===== config.mk =====
export PLATFORM = sky130hd
export DESIGN_NAME = stream_find_replace_top
export DESIGN_NICKNAME = d
export VERILOG_FILES = /design/src/rtl/sfr_pkg.sv /design/src/rtl/stream_find_replace_top.sv
export SDC_FILE = /design/constraint.sdc
export NUM_CORES = 1
export LEC_CHECK = 0
export BUFFER_PORTS_ARGS = -buffer_cell sky130_fd_sc_hd__buf_2
export CAP_MARGIN = 0
export CORE_ASPECT_RATIO = 1.1
export CORE_MARGIN = 2
export CORE_UTILIZATION = 60
export CTS_CLUSTER_SIZE = 8
export DETAILED_ROUTE_END_ITERATION = 8
export HOLD_SLACK_MARGIN = 0.08
export PLACE_DENSITY = 0.88
export SKIP_LAST_GASP = 1
export SLEW_MARGIN = 15
export SYNTH_ARGS = -nofsm -noshare
export SYNTH_HDL_FRONTEND = slang
export SYNTH_SLANG_ARGS = --single-unit

===== constraint.sdc =====
create_clock -name clk -period 9.7 [get_ports clk]
set_input_delay 0.485 -clock clk [delete_from_list [all_inputs] [get_ports clk]]
set_output_delay 0.485 -clock clk [all_outputs]
set_load 0.05 [all_outputs]

===== src/rtl/sfr_pkg.sv =====
// Shared types and constants for the stream find-and-replace block.
`timescale 1ns / 1ps
`default_nettype none

package sfr_pkg;

  localparam int MAX_PATTERN_DEF = 8;
  localparam int MAX_REPLACE_DEF = 8;

  localparam logic [7:0] NEWLINE = 8'h0A;

  localparam logic REQ_DATA  = 1'b0;
  localparam logic REQ_FLUSH = 1'b1;

  localparam logic [1:0] REG_PATTERN_BYTES = 2'd0;
  localparam logic [1:0] REG_PATTERN_LEN   = 2'd1;
  localparam logic [1:0] REG_REPLACE_BYTES = 2'd2;
  localparam logic [1:0] REG_REPLACE_LEN   = 2'd3;

  typedef struct packed {
    logic       req_type;
    logic [7:0] data_byte;
  } req_t;

  typedef struct packed {
    logic [7:0] out_byte;
    logic       last;
  } rsp_t;

endpackage

`default_nettype wire


===== src/rtl/stream_find_replace_top.sv =====
// Stream find-and-replace: holds possible match bytes and rewrites the text stream.
//
// Request channel (req_valid/req_stall/req_data) takes one item: a text byte or
// an end-of-input flush. Response channel (rsp_valid/rsp_stall/rsp_data) returns
// the rewritten bytes one per transaction, with last set on the final byte that
// an item produces; an item may produce none. Config port (cfg_valid/cfg_ready)
// writes pattern_bytes, pattern_len, replace_bytes, replace_len by index 0..3;
// any write drops the held bytes.
// A data byte is accepted, then the shared MAX_PATTERN-byte prefix comparator
// drops leading window bytes until the rest is a pattern prefix; those bytes,
// or the replacement on a full match, are then emitted. A flush emits the held
// bytes and a newline if a line is open. The block accepts one item at a time;
// req_stall stays high until the item's last byte is loaded into the output
// register, so a stalled receiver holds the sequencer and the next item waits
// behind it. Synchronous reset clears the held count, the open-line flag, the
// output valid flag and the configuration (pattern length 1, empty replacement).
`timescale 1ns / 1ps
`default_nettype none

module stream_find_replace_top #(
  parameter int MAX_PATTERN = sfr_pkg::MAX_PATTERN_DEF,
  parameter int MAX_REPLACE = sfr_pkg::MAX_REPLACE_DEF
) (
  input  wire logic         clk,
  input  wire logic         rst,
  input  wire logic         req_valid,
  output logic              req_stall,
  input  wire sfr_pkg::req_t req_data,
  output logic              rsp_valid,
  input  wire logic         rsp_stall,
  output sfr_pkg::rsp_t     rsp_data,
  input  wire logic         cfg_valid,
  output logic              cfg_ready,
  input  wire logic [1:0]   cfg_index,
  input  wire logic [63:0]  cfg_data
);

  localparam int PL_W = $clog2(MAX_PATTERN + 1);
  localparam int HI_W = (MAX_PATTERN > 1) ? $clog2(MAX_PATTERN) : 1;
  localparam int RL_W = $clog2(MAX_REPLACE + 1);
  localparam int RI_W = (MAX_REPLACE > 1) ? $clog2(MAX_REPLACE) : 1;

  localparam logic [2:0] S_IDLE = 3'd0;
  localparam logic [2:0] S_SRCH = 3'd1;
  localparam logic [2:0] S_HELD = 3'd2;
  localparam logic [2:0] S_REP  = 3'd3;
  localparam logic [2:0] S_NL   = 3'd4;

  logic [2:0]  state;
  logic [63:0] pattern_bytes;
  logic [3:0]  pattern_len;
  logic [63:0] replace_bytes;
  logic [3:0]  replace_len;

  logic [7:0]      held [MAX_PATTERN];
  logic [7:0]      win  [MAX_PATTERN];
  logic [HI_W-1:0] held_count;
  logic            line_open;
  logic [PL_W-1:0] wlen;
  logic [PL_W-1:0] s;
  logic [PL_W-1:0] ecnt;
  logic [RI_W-1:0] rcnt;
  logic            nl_after;

  logic [PL_W-1:0] plen;
  logic [RL_W-1:0] rlen;
  logic [PL_W-1:0] hmin;
  logic [HI_W-1:0] hidx;
  logic            same;
  logic            has_nl;
  logic            mism;
  logic            ok;
  logic            full;
  logic            acc;
  logic            cfg_wr;
  logic            rsp_free;
  logic [7:0]      rep_byte;

  assign req_stall = (state != S_IDLE);
  assign cfg_ready = (state == S_IDLE);
  assign acc       = req_valid && !req_stall;
  assign cfg_wr    = cfg_valid && cfg_ready;
  assign rsp_free  = !rsp_valid || !rsp_stall;
  assign rep_byte  = replace_bytes[8*rcnt +: 8];

  always_comb begin
    if (pattern_len == 4'd0) begin
      plen = PL_W'(1);
    end else if (pattern_len > 4'(MAX_PATTERN)) begin
      plen = PL_W'(MAX_PATTERN);
    end else begin
      plen = PL_W'(pattern_len);
    end
    if (replace_len > 4'(MAX_REPLACE)) begin
      rlen = RL_W'(MAX_REPLACE);
    end else begin
      rlen = RL_W'(replace_len);
    end
    hmin = (PL_W'(held_count) > plen - PL_W'(1)) ? plen - PL_W'(1) : PL_W'(held_count);
    hidx = HI_W'(hmin);
  end

  // pattern-wide checks and the shared prefix comparator
  always_comb begin
    same   = (4'(plen) == 4'(rlen));
    has_nl = 1'b0;
    mism   = 1'b0;
    for (int i = 0; i < MAX_PATTERN; i++) begin
      if (PL_W'(i) < plen) begin
        if (pattern_bytes[8*i +: 8] != replace_bytes[8*i +: 8]) same = 1'b0;
        if (pattern_bytes[8*i +: 8] == sfr_pkg::NEWLINE) has_nl = 1'b1;
      end
      if (PL_W'(i) < wlen && win[i] != pattern_bytes[8*i +: 8]) mism = 1'b1;
    end
    ok   = (wlen == '0) || (!mism && !has_nl);
    full = (s == '0) && (wlen == plen);
  end

  always_ff @(posedge clk) begin
    if (rst) begin
      state         <= S_IDLE;
      pattern_bytes <= '0;
      pattern_len   <= 4'd1;
      replace_bytes <= '0;
      replace_len   <= 4'd0;
      held_count    <= '0;
      line_open     <= 1'b0;
      rsp_valid     <= 1'b0;
      wlen          <= '0;
      s             <= '0;
      ecnt          <= '0;
      rcnt          <= '0;
      nl_after      <= 1'b0;
    end else begin
      if (rsp_valid && !rsp_stall) rsp_valid <= 1'b0;
      if (cfg_wr) begin
        case (cfg_index)
          sfr_pkg::REG_PATTERN_BYTES: pattern_bytes <= cfg_data;
          sfr_pkg::REG_PATTERN_LEN:   pattern_len   <= cfg_data[3:0];
          sfr_pkg::REG_REPLACE_BYTES: replace_bytes <= cfg_data;
          sfr_pkg::REG_REPLACE_LEN:   replace_len   <= cfg_data[3:0];
          default: ;
        endcase
        held_count <= '0;
      end
      case (state)
        S_IDLE: begin
          if (acc && !same) begin
            if (req_data.req_type == sfr_pkg::REQ_FLUSH) begin
              ecnt       <= PL_W'(held_count);
              nl_after   <= line_open;
              held_count <= '0;
              line_open  <= 1'b0;
              if (held_count != '0) begin
                state <= S_HELD;
              end else if (line_open) begin
                state <= S_NL;
              end else begin
                state <= S_IDLE;
              end
            end else begin
              line_open <= (req_data.data_byte != sfr_pkg::NEWLINE);
              wlen      <= hmin + PL_W'(1);
              s         <= '0;
              nl_after  <= 1'b0;
              state     <= S_SRCH;
            end
          end
        end
        S_SRCH: begin
          if (ok && full) begin
            held_count <= '0;
            rcnt       <= '0;
            state      <= (rlen != '0) ? S_REP : S_IDLE;
          end else if (ok) begin
            held_count <= HI_W'(wlen);
            ecnt       <= s;
            state      <= (s != '0) ? S_HELD : S_IDLE;
          end else begin
            wlen <= wlen - PL_W'(1);
            s    <= s + PL_W'(1);
          end
        end
        S_HELD: begin
          if (rsp_free) begin
            rsp_valid <= 1'b1;
            ecnt      <= ecnt - PL_W'(1);
            if (ecnt == PL_W'(1)) state <= nl_after ? S_NL : S_IDLE;
          end
        end
        S_REP: begin
          if (rsp_free) begin
            rsp_valid <= 1'b1;
            rcnt      <= rcnt + RI_W'(1);
            if (RL_W'(rcnt) == rlen - RL_W'(1)) state <= S_IDLE;
          end
        end
        S_NL: begin
          if (rsp_free) begin
            rsp_valid <= 1'b1;
            state     <= S_IDLE;
          end
        end
        default: state <= S_IDLE;
      endcase
    end
  end

  // held store, search window and output payload
  always_ff @(posedge clk) begin
    case (state)
      S_IDLE: begin
        if (acc && !same && req_data.req_type == sfr_pkg::REQ_DATA) begin
          held[hidx] <= req_data.data_byte;
          for (int i = 0; i < MAX_PATTERN; i++) begin
            win[i] <= (HI_W'(i) == hidx) ? req_data.data_byte : held[i];
          end
        end
      end
      S_SRCH: begin
        if (!ok) begin
          for (int i = 0; i < MAX_PATTERN - 1; i++) win[i] <= win[i+1];
        end
      end
      S_HELD: begin
        if (rsp_free) begin
          rsp_data.out_byte <= held[0];
          rsp_data.last     <= (ecnt == PL_W'(1)) && !nl_after;
          for (int i = 0; i < MAX_PATTERN - 1; i++) held[i] <= held[i+1];
        end
      end
      S_REP: begin
        if (rsp_free) begin
          rsp_data.out_byte <= rep_byte;
          rsp_data.last     <= (RL_W'(rcnt) == rlen - RL_W'(1));
        end
      end
      S_NL: begin
        if (rsp_free) begin
          rsp_data.out_byte <= sfr_pkg::NEWLINE;
          rsp_data.last     <= 1'b1;
        end
      end
      default: ;
    endcase
  end

endmodule

`default_nettype wire


==> flow_summary.json, run 1 <==
{
  "yosysTopAreaCellShare_pct": 27.5,
  "start_kind": "flip-flop",
  "grt_pass1_vias": 12394,
  "avgViaCountPerCell": 6.61,
  "crit_required_ns": 9.84,
  "path_buf_inv": 2,
  "pre_cts_ws_ns": 4.87,
  "postSynthCellCount": 1563,
  "rsz0062_at_grt": "no",
  "clock-sinks": 297,
  "routed-wl-met3_um": 5450,
  "slowest_stage": "o21ai_0",
  "max_freq_ghz": 0.200,
  "irDropWorstVdd_v": 0.000156,
  "tightest_slew_ns": 1.14,
  "wl_per_cell_um": 23.7,
  "cp_cell_sequence": "o21ba_2, nor2_1, inv_1, ha_1, o21ai_0, o21ai_0, and4_1, a31oi_1, nand2_1, inv_1, nand2_1, o21ai_0",
  "hpwl_um": 31800,
  "setup_viol": 0,
  "critPathTopFamily": "compound AO/OA/AOI/OAI gates",
  "period_share_pct": 51.4,
  "fillers": 1713,
  "relSlewSlack_pct": 23.5,
  "ys_types": 63,
  "grt_start_max_net_pins": 83,
  "synth_top_flop_cell": "dfxtp_1",
  "wl_met2_um": 21300,
  "fin_setup_tns_ns": 0,
  "max_cap_viol_count": 0,
  "syn_area_per_cell_sq_um": 9.58,
  "cp_data_arrival_time_ns": 5.13,
  "first_pass_iters": 6,
  "holdWs_ns": 0.208,
  "core_area_sq_um": 24500,
  "placed_area_sq_um": 15500,
  "die_x_um": 155,
  "postRouteAntennaNets": 0,
  "slew_violations": 0,
  "hold_buffers": 0,
  "cp-end-kind": "flip-flop",
  "synthArstFlopShare_pct": 0,
  "power-per-cell-area_nw_per_um2": 193,
  "cts_setup_buffers": 0,
  "grt_usage_pct": 34.8,
  "ys_seq_area_share_pct": 48.9,
  "yosysWarnings": 0,
  "std_cell_rows": 60,
  "drive_gt1_share_pct": 11.5,
  "antenna_found_initial": 0,
  "path_common_cell": "o21ai_0",
  "cts_tree": "built",
  "top_layer_used": "met4",
  "drc": 0,
  "syn2layout_area_growth_pct": 11.8,
  "cp.depth": 12,
  "die_h_um": 170,
  "reg2reg_depth": 12,
  "grt.overflow.total": 0,
  "h-tree-depth": 2,
  "clk_pin_slew_ns": 0.05,
  "yosys.area.top_type": "edfxtp_1",
  "period_needed_ns": 4.99,
  "post_cts_resized": 0,
  "drt_iter0_drc": 1865,
  "wl_met1_um": 16800,
  "root_buffer": "clkbuf_16",
  "min_delay_path_depth": 3,
  "ioPinCount": 92,
  "cts.path.max_buffers": 3,
  "grt_pass1_wl_um": 70000,
  "dieArea_sq_um": 26200,
  "final_critical_path_setup_slack_ns": 4.71,
  "clkLatencyLatePin_ns": 0.53,
  "final_nets": 1713,
  "num_vias": 12872,
  "cts_buffers": 43,
  "numPortBuffers": 91,
  "ys_ff_latch": 297,
  "netlist_area_sq_um": 15000,
  "drt-total-wl_um": 46100,
  "finalInstanceArea_sq_um": 16700,
  "hold_viol": 0,
  "status": "finished, final reports clean",
  "finClkSkew_ns": 0.0148,
  "initial_core_util_pct": 61.2,
  "syn-num-nets": 1666,
  "p_leak_nw": 6.35,
  "synth_area_leaders": "edfxtp_1 27%, dfxtp_1 21%, nand2_1 8.9%",
  "n_antenna_cell": 0,
  "place_congestion": 1.01,
  "power_mw": 3.23,
  "synth_edf_count": 137,
  "max_stage_delay_ns": 0.98,
  "hold_class": "input port to flip-flop",
  "crit_fanout": 29,
  "crit_type": "flip-flop to flip-flop"
}
-- synthesized netlist by cell type (6+ instances only) --
library cell	count
dfxtp_1	160
xnor2_1	72
nor2_1	50
o21ai_0	70
mux4_2	16
nor4_1	27
a21oi_1	165
nor3_1	7
ha_1	23
mux2i_1	75
buf_1	9
nand2_1	356
inv_1	27
nand3_1	10
buf_2	12
nor4bb_1	8
o21ai_1	8
mux2_2	10
nand4_1	21
or3_1	6
xor2_1	71
clkbuf_1	76
and2_1	14
edfxtp_1	137
a21o_1	57
-- path summary, 6_finish.rpt --
kind	start	end	slack, ns
worst min-delay path	cfg_data[25]	pattern_bytes[25]	0.21
worst min register to register	line_open	line_open	0.48
worst max-delay path	pattern_len[2]	held[0][2]	4.71
worst max register to register	pattern_len[2]	held[0][2]	4.71
-- tightest hold or removal path, cell delays in order --
cell	delay, ns
buf_2	0.10
nand2_1	0.05
a21oi_1	0.05
-- placed cells by master, fill, tap and decap left out, types with 27 or more instances in the layout --
master and n:
a21oi_1 165, nand2_1 355, buf_2 90, xor2_1 71, mux2i_1 75, o21ai_0 69
dfxtp_1 160, inv_1 27, nor4_1 27, edfxtp_1 137, nor2_1 49, a21o_1 57
xnor2_1 72, clkbuf_16 44
-- logic make-up after synthesis --
| family | Yosys count | share of synthesized area (%) |
|---|---|---|
| buffers and inverters | 127 | 3.39 |
| AOI/OAI and AO/OA | 355 | 14.1 |
| adders and majority gates | 23 | 1.92 |
| xor gates and xnor gates | 143 | 8.37 |
| muxes | 101 | 8.18 |
| DFF | 297 | 48.9 |
| and+or+nand+nor | 517 | 15.1 |
-- per-stage QoR --
step	utilization [%]	std cells
3_5_place_dp	63.4	1875
4_1_cts	68.4	1946
5_1_grt	68.4	1946
6_report	68.4	1946
3_3_place_gp	63.4	1875
2_1_floorplan	-	1563
-- routing by layer --
metal  track usage (%)  up-vias
met5                 0        -
met4              15.6        0
met3              7.28      175
met2              57.0      935
met1              44.7     6168
li1                  -     5594
-- registers in the layout, indices dropped and copies added (netlist names), 4 cells and up --
signal and cells:
s 4, held 64, win 64, pattern_len 4
replace_bytes 64, ecnt 4, replace_len 4, wlen 4
rsp_data 9, pattern_bytes 64
-- area by class of cell --
| cell class | instances | area (sq um) | area share [%] |
|---|---|---|---|
| clock buffer | 68 | 1200 | 7.18 |
| inverter | 28 | 105 | 0.628 |
| tap | 310 | 388 | 2.32 |
| clock inverter | 3 | 26.3 | 0.157 |
| multi-input combinational | 1139 | 7170 | 42.8 |
| sequential | 297 | 7320 | 43.7 |
| timing repair buffer | 101 | 533 | 3.18 |
-- report_power, final --
part / internal [mW] / switching, mW / total [mW]
logic: 0.136 / 0.251 / 0.388
clock network: 0.840 / 0.539 / 1.38
registers: 1.39 / 0.0749 / 1.47
total: 2.37 / 0.866 / 3.23
Note: power is estimated with default switching activity, not from simulation.
==> run 2, diff against run 1 <==
--- a/config.mk
+++ b/config.mk
@@ -9,11 +9,11 @@
 export CAP_MARGIN = 0
 export CORE_ASPECT_RATIO = 1.1
 export CORE_MARGIN = 2
-export CORE_UTILIZATION = 60
+export CORE_UTILIZATION = 55
 export CTS_CLUSTER_SIZE = 8
 export DETAILED_ROUTE_END_ITERATION = 8
 export HOLD_SLACK_MARGIN = 0.08
-export PLACE_DENSITY = 0.88
+export PLACE_DENSITY = 0.85
 export SKIP_LAST_GASP = 1
 export SLEW_MARGIN = 15
 export SYNTH_ARGS = -nofsm -noshare
==> constraint.sdc (replaced) <==
create_clock -name clk -period 4 [get_ports clk]
set_input_delay 0.2 -clock clk [delete_from_list [all_inputs] [get_ports clk]]
set_output_delay 0.2 -clock clk [all_outputs]
set_load 0.05 [all_outputs]
==> flow_summary.json, run 2 (synthesized netlist as in run 1, its figures left out) <==
{
  "dieArea_sq_um": 28500,
  "die_x_um": 161,
  "layout_commonest_cell": "nand2_1",
  "num_vias": 13399,
  "rsz0062_at_grt": "no",
  "setup_viol": 0,
  "hold_class": "input port to flip-flop",
  "slew_violations": 0,
  "regArea_sq_um": 7320,
  "crit_required_ns": 4.24,
  "cp-end-kind": "flip-flop",
  "fin_util_pct": 65.8,
  "multi_input_area_sq_um": 7190,
  "final_nets": 1801,
  "tightest_slew_ns": 1.00,
  "min-delay-start": "req_data[8]",
  "cts.path.max_buffers": 3,
  "root_buffer": "clkbuf_16",
  "grt_pass1_vias": 12951,
  "crit_fanout": 8,
  "drive_gt1_share_pct": 12.6,
  "clkLatencyLatePin_ns": 0.53,
  "numPortBuffers": 91,
  "initial_core_util_pct": 55.7,
  "cp_data_arrival_time_ns": 4.04,
  "min_to": "held_count[1]",
  "slowest_stage": "and2_1",
  "grt_start_max_net_pins": 83,
  "relSlewSlack_pct": 32.7,
  "grt_pass1_wl_um": 73600,
  "drt-total-wl_um": 48200,
  "n_antenna_cell": 0,
  "fin_setup_tns_ns": 0,
  "period_needed_ns": 3.80,
  "power-per-cell-area_nw_per_um2": 449,
  "pre_cts_ws_ns": 0.140,
  "clk_pin_slew_ns": 0.06,
  "final_cell_mix": "353 x nand2_1, 165 x a21oi_1, 160 x dfxtp_1",
  "drt_iter0_drc": 2045,
  "antenna_found_initial": 0,
  "ioPinCount": 92,
  "fillers": 1899,
  "max_stage_delay_ns": 0.52,
  "drc": 0,
  "reg2reg_depth": 16,
  "irDropWorstVdd_v": 0.000311,
  "crit_type": "flip-flop to flip-flop",
  "start_kind": "flip-flop",
  "die_h_um": 177,
  "min_delay_path_depth": 4,
  "status": "finished, final reports clean",
  "place_congestion": 1.02,
  "hpwl_um": 32200,
  "h-tree-depth": 2,
  "period_share_pct": 95.1,
  "cts_buffers": 43,
  "avgViaCountPerCell": 6.45,
  "holdWs_ns": 0.113,
  "max_freq_ghz": 0.263,
  "r2r_start": "pattern_len[1]",
  "cp_cell_sequence": "o21ba_2, nor2_1, inv_1, ha_1, xnor2_1, inv_1, ha_1, o21ai_0, a32oi_2, buf_4, a21oi_1, buf_4, inv_1, and2_1, mux2i_1, o21ai_0",
  "path_common_cell": "inv_1",
  "first_pass_iters": 8,
  "max_cap_viol_count": 0,
  "postRouteAntennaNets": 0,
  "core_area_sq_um": 26900,
  "finClkSkew_ns": 0.0322,
  "reg2reg_setup_slack_ns": 0.20,
  "cts_tree": "built",
  "grt_usage_pct": 33.4,
  "hold_viol": 0,
  "p_leak_nw": 6.76,
  "clock-sinks": 297,
  "final_critical_path_setup_slack_ns": 0.197,
  "r2r_end": "win[0][18]",
  "syn2layout_area_growth_pct": 18.1,
  "cts_setup_buffers": 0,
  "wl_per_cell_um": 23.2,
  "std_cell_rows": 63,
  "grt.overflow.total": 0
}
-- run 2: repair_timing --
item                                    4_1_cts  5_1_grt
endpoints found under the setup margin        0       47
hold buffers                                 64        0
hold endpoints to repair                    136        0
gates resized for setup                       0        9
-- run 2: cell type report --
| cell class | instances | area share [%] |
|---|---|---|
| timing repair buffer | 189 | 7.94 |
| tap | 357 | 2.53 |
| inverter | 28 | 0.595 |
| clock inverter | 1 | 0.0495 |
| clock buffer | 67 | 6.84 |
| sequential | 297 | 41.4 |
| multi-input combinational | 1139 | 40.7 |
-- run 2: metrics by stage --
| step | power, mW | std cells | area, sq um |
|---|---|---|---|
| 6_report | 7.94 | 2078 | 17700 |
| 3_3_place_gp | 4.49 | 1946 | 15800 |
| 3_5_place_dp | 4.52 | 1946 | 15800 |
| 5_1_grt | 8.14 | 2078 | 17700 |
| 4_1_cts | 7.86 | 2078 | 17700 |
| 2_1_floorplan | 4.17 | 1563 | 15000 |
-- run 2: worst max path at each step --
stage / from / endpoint / slack [ns] / cells after the start
2_1_floorplan: pattern_len[2] / win[0][0] / 0.30 / 17
3_3_place_gp: pattern_len[1] / win[0][12] / 0.40 / 15
3_5_place_dp: pattern_len[1] / win[0][9] / 0.14 / 15
4_1_cts: pattern_len[1] / win[0][5] / 0.13 / 15
5_1_grt: pattern_len[1] / win[0][18] / 0.01 / 16
6_report: pattern_len[1] / win[0][18] / 0.20 / 16
-- run 2: where the power goes --
| part | switching, mW | leakage, nW | internal (mW) |
|---|---|---|---|
| Combinational | 0.620 | 3.61 | 0.406 |
| Clock | 1.32 | 0.585 | 2.04 |
| Sequential | 0.180 | 2.56 | 3.37 |
| Total | 2.12 | 6.76 | 5.82 |
-- run 2: metal layers --
layer / global-route usage, % / share of wire, %
met1: 40.9 / 35
met2: 53.6 / 46
met3: 7.66 / 12
met4: 21.2 / 7.6
met5: 0 / 0
-- run 2: critical path, delay by kind of cell, from the launching register on --
kind	cells	cell delay, ns
flip-flops	1	0.35
AO/OA/AOI/OAI	5	0.74
buffers and inverters	5	0.71
XOR/XNOR	1	0.19
AND/OR/NAND/NOR	2	0.71
multiplexers	1	0.27
adder cells (fa/ha/maj)	2	0.54
==> run 3, diff against run 2 <==
==> constraint.sdc (replaced) <==
create_clock -name clk -period 3.4 [get_ports clk]
set_input_delay 0.17 -clock clk [delete_from_list [all_inputs] [get_ports clk]]
set_output_delay 0.17 -clock clk [all_outputs]
set_load 0.05 [all_outputs]
==> flow_summary.json, run 3 (synthesized netlist as in run 1, its figures left out) <==
{
  "crit_fanout": 8,
  "max_stage_delay_ns": 0.39,
  "grt_pass1_wl_um": 75100,
  "cp_cell_sequence": "o21ba_4, nor2_4, inv_2, ha_4, xnor2_2, inv_2, ha_4, o21ai_1, a32oi_2, mux2_4, buf_4, ha_2, and2_4, buf_12, mux2i_1, o21ai_0",
  "grt_pass1_vias": 13242,
  "clkPwrFrac_pct": 42.3,
  "grt.overflow.total": 0,
  "std_cell_rows": 63,
  "p_leak_nw": 6.95,
  "root_buffer": "clkbuf_16",
  "drc": 0,
  "num_vias": 13650,
  "cts_tree": "built",
  "cp-end-kind": "flip-flop",
  "internal_power_mw": 6.90,
  "avgViaCountPerCell": 6.47,
  "cts_buffers": 43,
  "cp_data_arrival_time_ns": 3.73,
  "final_cell_mix": "352 x nand2_1, 162 x a21oi_1, 159 x dfxtp_1",
  "switching_share_pct": 27.3,
  "violations": "setup timing",
  "clkLatencyLatePin_ns": 0.54,
  "dp.cells": 1970,
  "fillers": 1828,
  "first_pass_iters": 6,
  "period_needed_ns": 3.46,
  "p_seq_share_pct": 44.0,
  "finalInstanceArea_sq_um": 18200,
  "max_cap_viol_count": 0,
  "slowest_stage": "mux2_4",
  "clock-sinks": 297,
  "wl_per_cell_um": 23.7,
  "r2r_start": "pattern_len[1]",
  "setup_viol": 15,
  "p_comb_share_pct": 13.6,
  "crit_type": "flip-flop to flip-flop",
  "postRouteAntennaNets": 0,
  "reg2reg_setup_slack_ns": -0.06,
  "die_h_um": 177,
  "grt_usage_pct": 34.1,
  "drt_iter0_drc": 2005,
  "max_freq_ghz": 0.289,
  "drive_gt1_share_pct": 16.0,
  "r2r_end": "win[0][18]",
  "layout_commonest_cell": "nand2_1",
  "multi_input_area_sq_um": 7350,
  "crit_required_ns": 3.67,
  "status": "complete, but fails checks",
  "min-delay-start": "rsp_stall",
  "drt-total-wl_um": 50000,
  "hold_class": "input port to flip-flop",
  "cts.path.max_buffers": 3,
  "min_delay_path_depth": 3,
  "grt_start_max_net_pins": 82,
  "irDropWorstVdd_v": 0.000344,
  "initial_core_util_pct": 55.7,
  "hpwl_um": 32600,
  "core_area_sq_um": 26900,
  "regArea_sq_um": 7320,
  "dieArea_sq_um": 28500,
  "reg2reg_depth": 16,
  "relSlewSlack_pct": 37.0,
  "clk_pin_slew_ns": 0.05,
  "numPortBuffers": 91,
  "place_congestion": 1.02,
  "placed_area_sq_um": 16100,
  "final_nets": 1832,
  "finClkSkew_ns": 0.0188,
  "switching_power_mw": 2.59,
  "period_share_pct": 102,
  "power-per-cell-area_nw_per_um2": 522,
  "ioPinCount": 92,
  "syn2layout_area_growth_pct": 21.3,
  "start_kind": "flip-flop",
  "final_critical_path_setup_slack_ns": -0.0577,
  "tightest_slew_ns": 0.934,
  "stdcell_count": 2111,
  "antenna_found_initial": 0,
  "hold_viol": 0,
  "slew_violations": 0,
  "min_to": "rsp_valid",
  "n_antenna_cell": 0,
  "h-tree-depth": 2,
  "fin_util_pct": 67.6,
  "die_x_um": 161
}
-- run 3: cell types whose count changed in the layout (fill, tap and decap cells not counted), moves of 3 or more --
cell | previous run | this run
inv_1 | 27 | 21
buf_4 | 31 | 56
o21ai_0 | 70 | 59
ha_4 | 0 | 5
inv_2 | 0 | 6
ha_1 | 21 | 14
a21oi_1 | 165 | 162
a21oi_2 | 0 | 3
o21ai_1 | 8 | 19
mux2i_2 | 0 | 11
buf_12 | 4 | 8
mux2i_1 | 75 | 64
-- run 3: critical path: cells and delay by family, from the launching register on --
family	cells	cell delay, ns
buffers and inverters	4	0.45
AND/OR/NAND/NOR	2	0.30
multiplexers	2	0.58
XOR/XNOR	1	0.18
flip-flops	1	0.32
AO/OA/AOI/OAI	4	0.71
adder cells (fa/ha/maj)	3	0.64
-- run 3: repair_timing --
item,in CTS,in global routing
buffers inserted,1,4
endpoints found under the setup margin,29,134
pin swaps,0,3
gates resized for setup,4,41
hold endpoints to repair,137,0
hold buffers,66,0
-- run 3: final cells by class --
cell class / count / share of cell area (%)
Timing Repair Buffer: 220 / 9.32
Clock inverter: 3 / 0.289
Clock buffer: 67 / 6.59
Sequential cell: 297 / 40.3
Inverter: 28 / 0.579
Tap cell: 357 / 2.46
Multi-Input combinational cell: 1139 / 40.5
-- run 3: worst max-delay path by stage --
stage               cells past startpoint    endpoint           start
floorplan                              14  held[0][0]  pattern_len[2]
global placement                       13  held[6][3]  pattern_len[1]
detailed placement                     17  win[0][28]  pattern_len[1]
finish                                 16  win[0][18]  pattern_len[1]
CTS                                    16  win[1][30]  pattern_len[1]
global route                           16  win[0][31]  pattern_len[1]
-- run 3: power by group through the flow --
stage | Clock [mW] | Combinational (mW) | Sequential (mW)
final | 4.02 | 1.29 | 4.18
after global routing | 4.15 | 1.38 | 4.18
after CTS | 3.97 | 1.21 | 4.16
after detailed placement | 0 | 1.13 | 4.22
after global placement | 0 | 1.10 | 4.22
after floorplan | 0 | 0.774 | 4.14
-- run 3: routing by layer --
metal	GRT usage, %	part of all wire, %	vias up
li1	-	-	5834
met1	42.2	34	6384
met2	55.3	46	1098
met3	7.22	12	334
met4	20.3	7.7	0
met5	0	0	-
-- run 3: through the flow --
step | setup WS (ns) | hold WS (ns) | power (mW) | setup TNS (ns)
after floorplan | -0.0784 | 0.295 | 4.92 | -1.42
after global placement | 0.111 | 0.421 | 5.32 | 0
after detailed placement | -0.0488 | 0.428 | 5.36 | -0.208
after CTS | -0.0269 | 0.147 | 9.34 | -0.140
after global routing | -0.111 | 0.169 | 9.71 | -4.59
final | -0.0577 | 0.146 | 9.49 | -0.259
